**config.mk**
```make
export PLATFORM = sky130hd
export DESIGN_NAME = base64url_stream_codec_flat
export DESIGN_NICKNAME = d
export VERILOG_FILES = /design/src/sv/b64u_pkg.sv /design/src/sv/b64u_if.sv /design/src/sv/base64url_stream_codec.sv /design/src/flat_wrapper.sv
export VERILOG_INCLUDE_DIRS = /design/src /design/src/sv
export SDC_FILE = /design/constraint.sdc
export NUM_CORES = 1
export LEC_CHECK = 0
export ABC_AREA = 1
export BUFFER_PORTS_ARGS = -buffer_cell sky130_fd_sc_hd__buf_4
export CAP_MARGIN = 40
export CORE_ASPECT_RATIO = 0.8
export CORE_MARGIN = 5
export CORE_UTILIZATION = 60
export CTS_CLUSTER_SIZE = 28
export DETAILED_ROUTE_END_ITERATION = 12
export HOLD_SLACK_MARGIN = 0.03
export PLACE_DENSITY = 0.86
export SYNTH_ARGS = -nofsm -noshare
export SYNTH_HDL_FRONTEND = slang
export SYNTH_SLANG_ARGS = --single-unit
```
**constraint.sdc**
```tcl
create_clock -name i_clk -period 6.4 [get_ports i_clk]
set_input_delay 0.32 -clock i_clk [delete_from_list [all_inputs] [get_ports i_clk]]
set_output_delay 0.32 -clock i_clk [all_outputs]
set_load 0.01 [all_outputs]
```
**src/sv/assert_macros.svh**
```systemverilog
// Assertion macros shared by the RTL of the base64url stream codec.
// Each macro is a labeled concurrent assertion clocked on the given clock,
// disabled while the active-low reset is asserted.
`ifndef ASSERT_MACROS_SVH
`define ASSERT_MACROS_SVH

// The condition holds at every clock edge out of reset.
`define ASSERT_ALWAYS(label, clk, rst_n, cond) \
    label: assert property (@(posedge clk) disable iff (!(rst_n)) (cond)) \
        else $error("assertion failed: invariant violated");

// The consequent holds in the same cycle as the antecedent.
`define ASSERT_IMPLY(label, clk, rst_n, ante, cons) \
    label: assert property (@(posedge clk) disable iff (!(rst_n)) (ante) |-> (cons)) \
        else $error("assertion failed: same-cycle implication violated");

// The consequent holds in the cycle after the antecedent.
`define ASSERT_NEXT(label, clk, rst_n, ante, cons) \
    label: assert property (@(posedge clk) disable iff (!(rst_n)) (ante) |=> (cons)) \
        else $error("assertion failed: next-cycle implication violated");

`endif

```
**src/sv/b64u_pkg.sv**
```systemverilog
// Package for the base64url stream codec: direction codes, bit position
// constants, alphabet characters and the character mapping functions.
// Depends on nothing; base64url_stream_codec.sv uses it.
package b64u_pkg;

    localparam logic DIR_ENCODE = 1'b0;
    localparam logic DIR_DECODE = 1'b1;

    // Bit position counter values (signed, four bits).
    localparam logic signed [3:0] PEND_M2 = -4'sd2;
    localparam logic signed [3:0] PEND_M4 = -4'sd4;
    localparam logic signed [3:0] PEND_M6 = -4'sd6;
    localparam logic signed [3:0] PEND_M8 = -4'sd8;

    localparam logic [7:0] CHAR_UPPER_A   = 8'h41;
    localparam logic [7:0] CHAR_UPPER_Z   = 8'h5A;
    localparam logic [7:0] CHAR_LOWER_A   = 8'h61;
    localparam logic [7:0] CHAR_LOWER_Z   = 8'h7A;
    localparam logic [7:0] CHAR_DIGIT_0   = 8'h30;
    localparam logic [7:0] CHAR_DIGIT_9   = 8'h39;
    localparam logic [7:0] CHAR_DASH      = 8'h2D;
    localparam logic [7:0] CHAR_UNDERLINE = 8'h5F;

    localparam logic [5:0] SEXTET_DASH      = 6'd62;
    localparam logic [5:0] SEXTET_UNDERLINE = 6'd63;

    typedef struct packed {
        logic       ok;
        logic [5:0] val;
    } t_sextet;

    // Maps a six-bit value to its URL-safe alphabet character.
    function automatic logic [7:0] enc_char(input logic [5:0] v);
        logic [7:0] ext;
        ext = {2'b00, v};
        if (v < 6'd26) begin
            return 8'(ext + CHAR_UPPER_A);
        end else if (v < 6'd52) begin
            return 8'(ext + CHAR_LOWER_A - 8'd26);
        end else if (v < SEXTET_DASH) begin
            return 8'(ext + CHAR_DIGIT_0 - 8'd52);
        end else if (v == SEXTET_DASH) begin
            return CHAR_DASH;
        end else begin
            return CHAR_UNDERLINE;
        end
    endfunction

    // Maps an ASCII character to its six-bit value; ok is low outside the alphabet.
    function automatic t_sextet char_value(input logic [7:0] c);
        t_sextet r;
        r.ok  = 1'b1;
        r.val = 6'd0;
        if (c >= CHAR_UPPER_A && c <= CHAR_UPPER_Z) begin
            r.val = 6'(c - CHAR_UPPER_A);
        end else if (c >= CHAR_LOWER_A && c <= CHAR_LOWER_Z) begin
            r.val = 6'(c - CHAR_LOWER_A + 8'd26);
        end else if (c >= CHAR_DIGIT_0 && c <= CHAR_DIGIT_9) begin
            r.val = 6'(c - CHAR_DIGIT_0 + 8'd52);
        end else if (c == CHAR_DASH) begin
            r.val = SEXTET_DASH;
        end else if (c == CHAR_UNDERLINE) begin
            r.val = SEXTET_UNDERLINE;
        end else begin
            r.ok = 1'b0;
        end
        return r;
    endfunction

endpackage

```
**src/sv/b64u_if.sv**
```systemverilog
// Valid/ready channel interfaces of the base64url stream codec: input
// items, result items and the direction register write channel.
// No dependencies.
interface b64u_in_if;
    logic       valid;
    logic       ready;
    logic [7:0] data_byte;
    logic       end_of_message;

    modport source (output valid, output data_byte, output end_of_message, input ready);
    modport sink   (input valid, input data_byte, input end_of_message, output ready);
endinterface

interface b64u_out_if;
    logic       valid;
    logic       ready;
    logic [7:0] out_byte;
    logic       run_last;

    modport source (output valid, output out_byte, output run_last, input ready);
    modport sink   (input valid, input out_byte, input run_last, output ready);
endinterface

interface b64u_cfg_if;
    logic valid;
    logic ready;
    logic direction;

    modport source (output valid, output direction, input ready);
    modport sink   (input valid, input direction, output ready);
endinterface

```
**src/sv/base64url_stream_codec.sv**
```systemverilog
// Streaming unpadded base64url encoder/decoder with a direction register.
// Depends on b64u_pkg, the channel interfaces in b64u_if.sv and assert_macros.svh.
//
// Usage: i_cfg writes the direction (0 encode, 1 decode); it is ready whenever
// reset is released, and every write restarts the message state for the chosen
// direction, so write it only while no request is in flight. i_in carries one
// byte or character per request with end_of_message on the final one of a message.
// o_out delivers the result requests, run_last set on the last result that
// a given input caused.
// An accepted input is held in the input register and is then turned, in a
// single pass, into zero, one or two results held in a two-entry result
// register, whose head entry is offered on o_out. The result register
// drains one result per cycle while o_out is ready; the input register can
// take the next item meanwhile, and it is processed once the result register
// holds no result that stays. An encoded byte yields one or two characters,
// a decoded character zero or one byte.
// Reset clears the pipeline, holds both input channels not ready and selects
// encode with an empty message.
// When the receiver stalls, the results hold on o_out, the input register
// keeps the next item and i_in drops ready until room opens up again.
module base64url_stream_codec (
    input  logic              i_clk,
    input  logic              i_rst_n,
    b64u_cfg_if.sink          i_cfg,
    b64u_in_if.sink           i_in,
    b64u_out_if.source        o_out
);

    // Message state.
    logic                    r_dir;
    logic [13:0]             r_acc;
    logic signed [3:0]       r_pend;
    logic                    r_stop;
    logic [13:0]             n_acc;
    logic signed [3:0]       n_pend;
    logic                    n_stop;

    // Input register.
    logic                    r_in_valid;
    logic [7:0]              r_in_byte;
    logic                    r_in_eom;

    // Two-entry result register; entry 0 is the head shown on o_out.
    logic [1:0]              r_cnt;
    logic [7:0]              r_res_byte [2];
    logic                    r_res_last [2];
    logic [1:0]              n_cnt;
    logic [7:0]              n_res_byte [2];
    logic                    n_res_last [2];

    // Results of the single processing pass.
    logic [1:0]              res_n;
    logic [7:0]              res_a;
    logic [7:0]              res_b;
    logic [13:0]             acc_enc;
    logic [13:0]             acc_dec;
    b64u_pkg::t_sextet       dec;

    logic                    in_accept;
    logic                    pop;
    logic                    can_load;
    logic                    fire;
    logic                    enc_pend_ok;
    logic                    enc_fire;

    assign pop       = (r_cnt != 2'd0) && o_out.ready;
    // The buffer can take a new pair only if it is empty after this cycle.
    assign can_load  = (r_cnt == 2'd0) || ((r_cnt == 2'd1) && o_out.ready);
    assign fire      = r_in_valid && can_load;
    assign i_in.ready = i_rst_n && (!r_in_valid || fire);
    assign in_accept = i_in.valid && i_in.ready;
    assign i_cfg.ready = i_rst_n;

    assign o_out.valid    = (r_cnt != 2'd0);
    assign o_out.out_byte = r_res_byte[0];
    assign o_out.run_last = r_res_last[0];

    // One processing pass: the new bits join the accumulator and every
    // complete character or byte is picked out at a position fixed by the
    // bit position counter.
    always_comb begin
        acc_enc = {r_acc[5:0], r_in_byte};
        dec     = b64u_pkg::char_value(r_in_byte);
        acc_dec = {r_acc[7:0], dec.val};
        n_acc   = r_acc;
        n_pend  = r_pend;
        n_stop  = r_stop;
        res_n   = 2'd0;
        res_a   = 8'd0;
        res_b   = 8'd0;
        if (r_dir == b64u_pkg::DIR_ENCODE) begin
            n_acc = acc_enc;
            case (r_pend)
                b64u_pkg::PEND_M6: begin
                    // Two bits stay behind; a final byte flushes them zero-filled.
                    res_a  = b64u_pkg::enc_char(acc_enc[7:2]);
                    res_b  = b64u_pkg::enc_char({acc_enc[1:0], 4'b0000});
                    res_n  = r_in_eom ? 2'd2 : 2'd1;
                    n_pend = b64u_pkg::PEND_M4;
                end
                b64u_pkg::PEND_M4: begin
                    res_a  = b64u_pkg::enc_char(acc_enc[9:4]);
                    res_b  = b64u_pkg::enc_char({acc_enc[3:0], 2'b00});
                    res_n  = r_in_eom ? 2'd2 : 2'd1;
                    n_pend = b64u_pkg::PEND_M2;
                end
                default: begin
                    // Third byte of a group completes two characters.
                    res_a  = b64u_pkg::enc_char(acc_enc[11:6]);
                    res_b  = b64u_pkg::enc_char(acc_enc[5:0]);
                    res_n  = 2'd2;
                    n_pend = b64u_pkg::PEND_M6;
                end
            endcase
        end else if (!r_stop) begin
            if (!dec.ok) begin
                n_stop = 1'b1;
            end else begin
                n_acc = acc_dec;
                case (r_pend)
                    b64u_pkg::PEND_M8: begin
                        n_pend = b64u_pkg::PEND_M2;
                    end
                    b64u_pkg::PEND_M2: begin
                        res_a  = acc_dec[11:4];
                        res_n  = 2'd1;
                        n_pend = b64u_pkg::PEND_M4;
                    end
                    b64u_pkg::PEND_M4: begin
                        res_a  = acc_dec[9:2];
                        res_n  = 2'd1;
                        n_pend = b64u_pkg::PEND_M6;
                    end
                    default: begin
                        res_a  = acc_dec[7:0];
                        res_n  = 2'd1;
                        n_pend = b64u_pkg::PEND_M8;
                    end
                endcase
            end
        end
        if (r_in_eom) begin
            n_acc  = 14'd0;
            n_pend = (r_dir == b64u_pkg::DIR_DECODE) ?
                     b64u_pkg::PEND_M8 : b64u_pkg::PEND_M6;
            n_stop = 1'b0;
        end
    end

    // Result register: a load replaces the contents, a pop shifts them down.
    always_comb begin
        n_cnt         = r_cnt;
        n_res_byte[0] = r_res_byte[0];
        n_res_byte[1] = r_res_byte[1];
        n_res_last[0] = r_res_last[0];
        n_res_last[1] = r_res_last[1];
        if (fire) begin
            n_cnt         = res_n;
            n_res_byte[0] = res_a;
            n_res_byte[1] = res_b;
            n_res_last[0] = (res_n == 2'd1);
            n_res_last[1] = 1'b1;
        end else if (pop) begin
            n_cnt         = r_cnt - 2'd1;
            n_res_byte[0] = r_res_byte[1];
            n_res_last[0] = r_res_last[1];
        end
    end

    always_ff @(posedge i_clk) begin
        if (!i_rst_n) begin
            r_dir      <= b64u_pkg::DIR_ENCODE;
            r_acc      <= 14'd0;
            r_pend     <= b64u_pkg::PEND_M6;
            r_stop     <= 1'b0;
            r_in_valid <= 1'b0;
            r_cnt      <= 2'd0;
        end else begin
            if (i_cfg.valid) begin
                r_dir  <= i_cfg.direction;
                r_acc  <= 14'd0;
                r_pend <= (i_cfg.direction == b64u_pkg::DIR_DECODE) ?
                          b64u_pkg::PEND_M8 : b64u_pkg::PEND_M6;
                r_stop <= 1'b0;
            end else if (fire) begin
                r_acc  <= n_acc;
                r_pend <= n_pend;
                r_stop <= n_stop;
            end
            if (in_accept) begin
                r_in_valid <= 1'b1;
            end else if (fire) begin
                r_in_valid <= 1'b0;
            end
            r_cnt <= n_cnt;
        end
    end

    always_ff @(posedge i_clk) begin
        if (in_accept) begin
            r_in_byte <= i_in.data_byte;
            r_in_eom  <= i_in.end_of_message;
        end
        r_res_byte[0] <= n_res_byte[0];
        r_res_byte[1] <= n_res_byte[1];
        r_res_last[0] <= n_res_last[0];
        r_res_last[1] <= n_res_last[1];
    end

    // Helper terms for the checks below.
    assign enc_pend_ok = (r_pend == b64u_pkg::PEND_M6) || (r_pend == b64u_pkg::PEND_M4) ||
                         (r_pend == b64u_pkg::PEND_M2);
    assign enc_fire    = fire && (r_dir == b64u_pkg::DIR_ENCODE) && !i_cfg.valid;

`include "assert_macros.svh"

    `ASSERT_ALWAYS(a_cnt_range, i_clk, i_rst_n, r_cnt != 2'd3)
    `ASSERT_IMPLY(a_head_of_pair_not_last, i_clk, i_rst_n, r_cnt == 2'd2, !r_res_last[0])
    `ASSERT_IMPLY(a_enc_pend_legal, i_clk, i_rst_n, r_dir == b64u_pkg::DIR_ENCODE, enc_pend_ok)
    `ASSERT_NEXT(a_enc_yields_result, i_clk, i_rst_n, enc_fire, r_cnt != 2'd0)

endmodule
```
**src/flat_wrapper.sv**
```systemverilog
// flat-port wrapper written by rule: the top's interface ports become plain ports
module base64url_stream_codec_flat 
  (i_clk, i_rst_n, i_cfg_valid, i_cfg_direction, i_cfg_ready, i_in_valid, i_in_data_byte, i_in_end_of_message, i_in_ready, o_out_valid, o_out_out_byte, o_out_run_last, o_out_ready);
  b64u_cfg_if i_cfg_i ();
  b64u_in_if i_in_i ();
  b64u_out_if o_out_i ();
  input  logic i_clk;
  input  logic i_rst_n;
  input wire logic [$bits(i_cfg_i.valid)-1:0] i_cfg_valid;
  input wire logic [$bits(i_cfg_i.direction)-1:0] i_cfg_direction;
  output wire logic [$bits(i_cfg_i.ready)-1:0] i_cfg_ready;
  input wire logic [$bits(i_in_i.valid)-1:0] i_in_valid;
  input wire logic [$bits(i_in_i.data_byte)-1:0] i_in_data_byte;
  input wire logic [$bits(i_in_i.end_of_message)-1:0] i_in_end_of_message;
  output wire logic [$bits(i_in_i.ready)-1:0] i_in_ready;
  output wire logic [$bits(o_out_i.valid)-1:0] o_out_valid;
  output wire logic [$bits(o_out_i.out_byte)-1:0] o_out_out_byte;
  output wire logic [$bits(o_out_i.run_last)-1:0] o_out_run_last;
  input wire logic [$bits(o_out_i.ready)-1:0] o_out_ready;
  assign i_cfg_i.valid = i_cfg_valid;
  assign i_cfg_i.direction = i_cfg_direction;
  assign i_cfg_ready = i_cfg_i.ready;
  assign i_in_i.valid = i_in_valid;
  assign i_in_i.data_byte = i_in_data_byte;
  assign i_in_i.end_of_message = i_in_end_of_message;
  assign i_in_ready = i_in_i.ready;
  assign o_out_valid = o_out_i.valid;
  assign o_out_out_byte = o_out_i.out_byte;
  assign o_out_run_last = o_out_i.run_last;
  assign o_out_i.ready = o_out_ready;
  base64url_stream_codec u_core (.i_clk(i_clk), .i_rst_n(i_rst_n), .i_cfg(i_cfg_i), .i_in(i_in_i), .o_out(o_out_i));
endmodule
```
=== After elaboration in Yosys (flattened, before gate mapping) ===
Memory sizes are Yosys's and may differ from the RTL's.
Cells that the tools add are included.
Widths: inputs -> output; s select.

* Output and inout port bits: 12
* Bits in registers: 24
* Memories: 2
* Bits of input ports: 15
* Bits in writable memories: 18

{| class="wikitable"
|+ Memories
! name !! depth !! bits a word !! read ports !! clocked after Yosys merged registers in !! wr ports !! line !! source
|-
| u_core.r_res_byte || 2 || 8 || 2 || 0 || 2 || base64url_stream_codec.sv:45 || <nowiki>logic [7:0] r_res_byte [2];</nowiki>
|-
| u_core.r_res_last || 2 || 1 || 2 || 0 || 2 || base64url_stream_codec.sv:46 || <nowiki>logic r_res_last [2];</nowiki>
|}

* Multiplexer cells: 73
* Equal/unequal tests: 16
* Order comparisons: 24
* Bitwise operators: 1
* $add $sub $neg: 36
* Reduce and logical (&&, ||, !) cells: 22

{| class="wikitable"
|+ Operators with widths
! cell !! count
|-
| $mux 8 || 25
|-
| $add 6x7->8 const B || 12
|-
| $lt 6x6->1 const B || 12
|-
| $mux 6 || 9
|-
| $sub 8x5->8 const B || 6
|-
| $sub 8x6->8 const B || 6
|-
| $add 6x6->7 const B || 6
|-
| $lt 6x5->1 const B || 6
|-
| $pmux 8 s2 || 2
|-
| $mux 7 || 4
|-
| $eq 6x6->1 const B || 4
|-
| $mux 4 || 6
|-
| $pmux 8 s3 || 1
|-
| $mux 2 || 9
|-
| $eq 4x4->1 const B || 4
|-
| $ge 8x7->1 const B || 2
|-
| $le 8x7->1 const B || 2
|-
| $mux 1 || 15
|-
| $sub 6x6->6 const B || 2
|-
| $reduce_bool 2->1 || 5
|-
| $pmux 3 s3 || 1
|-
| $eq 8x6->1 const B || 1
|-
| $eq 8x7->1 const B || 1
|-
| $ge 8x6->1 const B || 1
|-
| other kinds (17) || 30
|}

=== Longest topological paths before layout ===
* Depth in word-level cells: 12
* Gate-level depth with buffers: 18
* Depth with buffers taken out: 17

=== Worst setup path before layout ===
OpenSTA, ideal clock, no wires.

* Path kind: flip-flop to flip-flop
* Start point: register u_core.r_in_byte[1]
* End point: memory u_core.r_res_byte[0][1], data pin
* Arrival time: 2.028 ns
* Period minus slack after synthesis: 2.286 ns
* Library setup time: 0.257 ns
* Required time: 6.143 ns
* Path buffers: 1
* Cell stages (with the launch flop): 18
* Path slack: 4.114 ns
* Path through: edfxtp_1 > buf_4 > inv_1 > ha_1 > inv_1 > nand2_1 > ha_1 > nand2_1 > nand3_1 > nand2_2 > nand2_4 > nand2_4 > o21bai_4 > nor2_4 > nand2_1 > inv_2 > nand2_1 > a21oi_2

{| class="wikitable"
|+ RTL lines
! element !! line !! source
|-
| start: declaration || base64url_stream_codec.sv:40 || <nowiki>logic [7:0] r_in_byte;</nowiki>
|-
| start signal: assignment || base64url_stream_codec.sv:201 || <nowiki>r_in_byte <= i_in.data_byte;</nowiki>
|-
| end: declaration || base64url_stream_codec.sv:45 ||
|}

==> results.sh <==
export IMPL_cts_setup_buffers=0
export IMPL_p_leak_nw=2.25
export IMPL_place_hpwl_um=11800
export IMPL_area_growth_pct=5.28
export IMPL_drtIter0Drc=748
export IMPL_setup_violations=0
export IMPL_maxSlewViolCount=0
export IMPL_grt_pass1_wl_um=25500
export IMPL_tightest_slew_ns=0.855
export IMPL_nNetsFinal=798
export IMPL_hold_class="in -> reg"
export IMPL_clk_latency_ns=0.31
export IMPL_n_antenna_cell=0
export IMPL_ctsHoldBuffers=0
export IMPL_std_cell_rows=29
export IMPL_post_drt_wl_per_cell_um=18.5
export IMPL_required_ns=6.46
export IMPL_ir_drop_v=0.000187
export IMPL_grt_max_degree=29
export IMPL_synth_adder_area_share=0.0942
export IMPL_worstSetupPathType="reg -> reg"
export IMPL_num_vias=5299
export IMPL_core_area_mm2=0.00784
export IMPL_port_buffers=26
export IMPL_place_gp_congestion=1.03
export IMPL_fin_setup_tns_ns=0
export IMPL_synth_nets=795
export IMPL_ys_ff_latch=40
export IMPL_timing_hold_ws_ns=0.177
export IMPL_cap_violations=0
export IMPL_drive_above_1_share=0.115
export IMPL_synth_compound_area_frac=0.189
export IMPL_totalWireLength_um=15800
export IMPL_ys_seq_area_frac=0.222
export IMPL_gr_total_overflow=0
export IMPL_clk_pin_slew_ns=0.10
export IMPL_drc_errors=0
export IMPL_final_common_cell="nand2_1"
export IMPL_ys_warn_count=0
export IMPL_final_cell_mix="nand2_1 (187), nand3_1 (84), inv_1 (71)"
export IMPL_h_tree_depth=2
export IMPL_rsz0062_at_grt="no"
export IMPL_min_period_ns=3.35
export IMPL_finalHoldViolations=0
export IMPL_fmax_mhz=299
export IMPL_endpoint_kind="flip-flop"
export IMPL_p_total_mw=1.00
export IMPL_design_portCount=27
export IMPL_root_buffer="clkbuf_8"
export IMPL_cts_tree="yes"
export IMPL_dieArea_mm2=0.00987
export IMPL_antenna_left=0
export IMPL_syn_area_mm2=0.00478
export IMPL_critical_path_slowest_cell="dfxtp_1"
export IMPL_initial_utilization=0.610
export IMPL_n_fill_cell=764
export IMPL_final_core_util=0.643
export IMPL_cts_buffer_depth=2
export IMPL_crit_fanout=13
export IMPL_die_w_um=110
export IMPL_cts_buffers=5
export IMPL_synth_cell_types=43
export IMPL_arrival_ns=3.40
export IMPL_fp_dieH_um=89.9
export IMPL_relSlewSlack=0.428
export IMPL_grt_usage=0.327
export IMPL_synthSimpleGateAreaFrac=0.347
export IMPL_slowest_delay_ns=0.73
export IMPL_powerDensity_mw_per_mm2=199
export IMPL_dr_pass1_iters=6
export IMPL_synthMuxAreaShare=0
export IMPL_crit_chain="clkinv_1, ha_1, nor2_1, inv_1, nand2_1, o21ai_0, o21ai_0, o21ai_0, a21oi_1, a21oi_2"
export IMPL_synthXorXnorAreaFrac=0.0311
export IMPL_skew_ns=0.0149
export IMPL_avgSynthCellArea_um2=6.43
export IMPL_synthCells=744
export IMPL_status="complete, no violations"
export IMPL_crit_path_frequent_cell="o21ai_0"
export IMPL_synth_top_family_by_area="simple AND/OR/NAND/NOR gates"
export IMPL_post_route_period_util=0.523
export IMPL_critical_path_startpoint_type="flip-flop"
export IMPL_grt_pass1_vias=4861
export IMPL_cts_resized=0
export IMPL_cts_sinks=40
export IMPL_via_per_inst=6.19
export IMPL_antenna_found_initial=0
per-stage QoR:
stage	cell area (µm²)	instances	setup WS (ns)
finish	5040	856	3.05
global route	5040	856	2.69
CTS	5040	856	3.19
detailed placement	4920	848	3.23
global placement	4920	848	3.21
floorplan	4780	744	4.11
worst max-delay path, delay by kind of cell, from the launching register on:
family	cells	cell delay, ns
and+or+nand+nor	2	0.52
buffers and inverters	2	0.70
DFF	1	0.73
adders and majority gates	1	0.41
AOI/OAI and AO/OA	5	0.74
layout make-up:
type	count	area, µm²	share of cell area
sequential	40	1060	0.211
clock buffer	5	68.8	0.0137
timing repair buffer	29	218	0.0432
clock inverter	3	46.3	0.00919
tap	108	135	0.0268
multi-input combinational	582	3170	0.629
inverter	89	339	0.0673
metal layers:
layer  global-route usage  routed length, µm
met1                0.480               6560
met2                0.489               7090
met3               0.0523               1760
met4               0.0987                440
met5                    0                  0
cell usage after synthesis:
cell / count / area share
dfxtp_1: 14 / 0.059
nand3_1: 84 / 0.088
inv_2: 13 / 0.010
o211ai_1: 9 / 0.014
o21ai_4: 1 / 0.0034
nor2_4: 4 / 0.0094
edfxtp_1: 26 / 0.16
o21ai_2: 2 / 0.0037
a32o_1: 1 / 0.0021
ha_1: 36 / 0.094
inv_4: 2 / 0.0026
o22ai_1: 9 / 0.012
nand2_2: 8 / 0.010
a21oi_2: 5 / 0.0092
clkbuf_1: 9 / 0.0071
nand3_2: 2 / 0.0042
o221ai_1: 2 / 0.0037
a21boi_0: 2 / 0.0031
o31ai_1: 2 / 0.0031
nor3_1: 9 / 0.0094
xnor2_1: 1 / 0.0018
o21ai_1: 2 / 0.0021
buf_6: 5 / 0.012
o2bb2ai_1: 1 / 0.0018
a211oi_1: 2 / 0.0031
inv_1: 71 / 0.056
o21ai_0: 58 / 0.061
nand2_4: 5 / 0.012
a31oi_1: 2 / 0.0026
xor2_1: 16 / 0.029
a21oi_1: 52 / 0.054
o21bai_4: 1 / 0.0039
a22oi_1: 1 / 0.0016
nand3b_1: 1 / 0.0016
nor2_2: 4 / 0.0052
o21bai_1: 1 / 0.0016
a21oi_4: 1 / 0.0034
nand2_1: 187 / 0.15
nand4_1: 9 / 0.012
nor2_1: 62 / 0.049
buf_4: 13 / 0.020
clkinv_1: 3 / 0.0024
buf_2: 6 / 0.0063
flip-flops by register name, summed over array words and instances (netlist names):
signal and flops:
u_core.r_dir 1, u_core.r_in_eom 1, u_core.r_res_byte 16, u_core.r_pend 2
u_core.r_in_byte 8, u_core.r_acc 6, u_core.r_stop 1, u_core.r_res_last 2
u_core.r_in_valid 1, u_core.r_cnt 2
path summary, 6_finish.rpt:
check	start	endpoint	slack, ns	cells after the start
setup reg to reg	u_core.r_acc[0]$_SDFFE_PP0P_	u_core.r_res_byte[0][1]$_DFFE_PP_	3.05	10
setup / recovery	u_core.r_acc[0]$_SDFFE_PP0P_	u_core.r_res_byte[0][1]$_DFFE_PP_	3.05	10
hold reg to reg	u_core.r_res_last[0][1]$_DFF_P_	u_core.r_res_last[0][1]$_DFF_P_	0.44	2
hold / removal	i_in_data_byte[7]	u_core.r_in_byte[7]$_DFFE_PP_	0.18	1
power by group:
group | internal [mW] | leakage [nW] | switching, mW
registers | 0.326 | 0.359 | 0.0342
logic | 0.138 | 1.84 | 0.279
clock network | 0.118 | 0.0548 | 0.107
total | 0.582 | 2.25 | 0.421
cell families (layout without fill, tap and decap cells):
logic type      count (synthesis)  in the layout
flops                          40             40
simple gates                  375            375
compound gates                154            154
buf+inv                       122            126
fa+ha+maj                      36             36
xor+xnor                       17             17
Note: power is estimated with default switching activity, not from simulation.
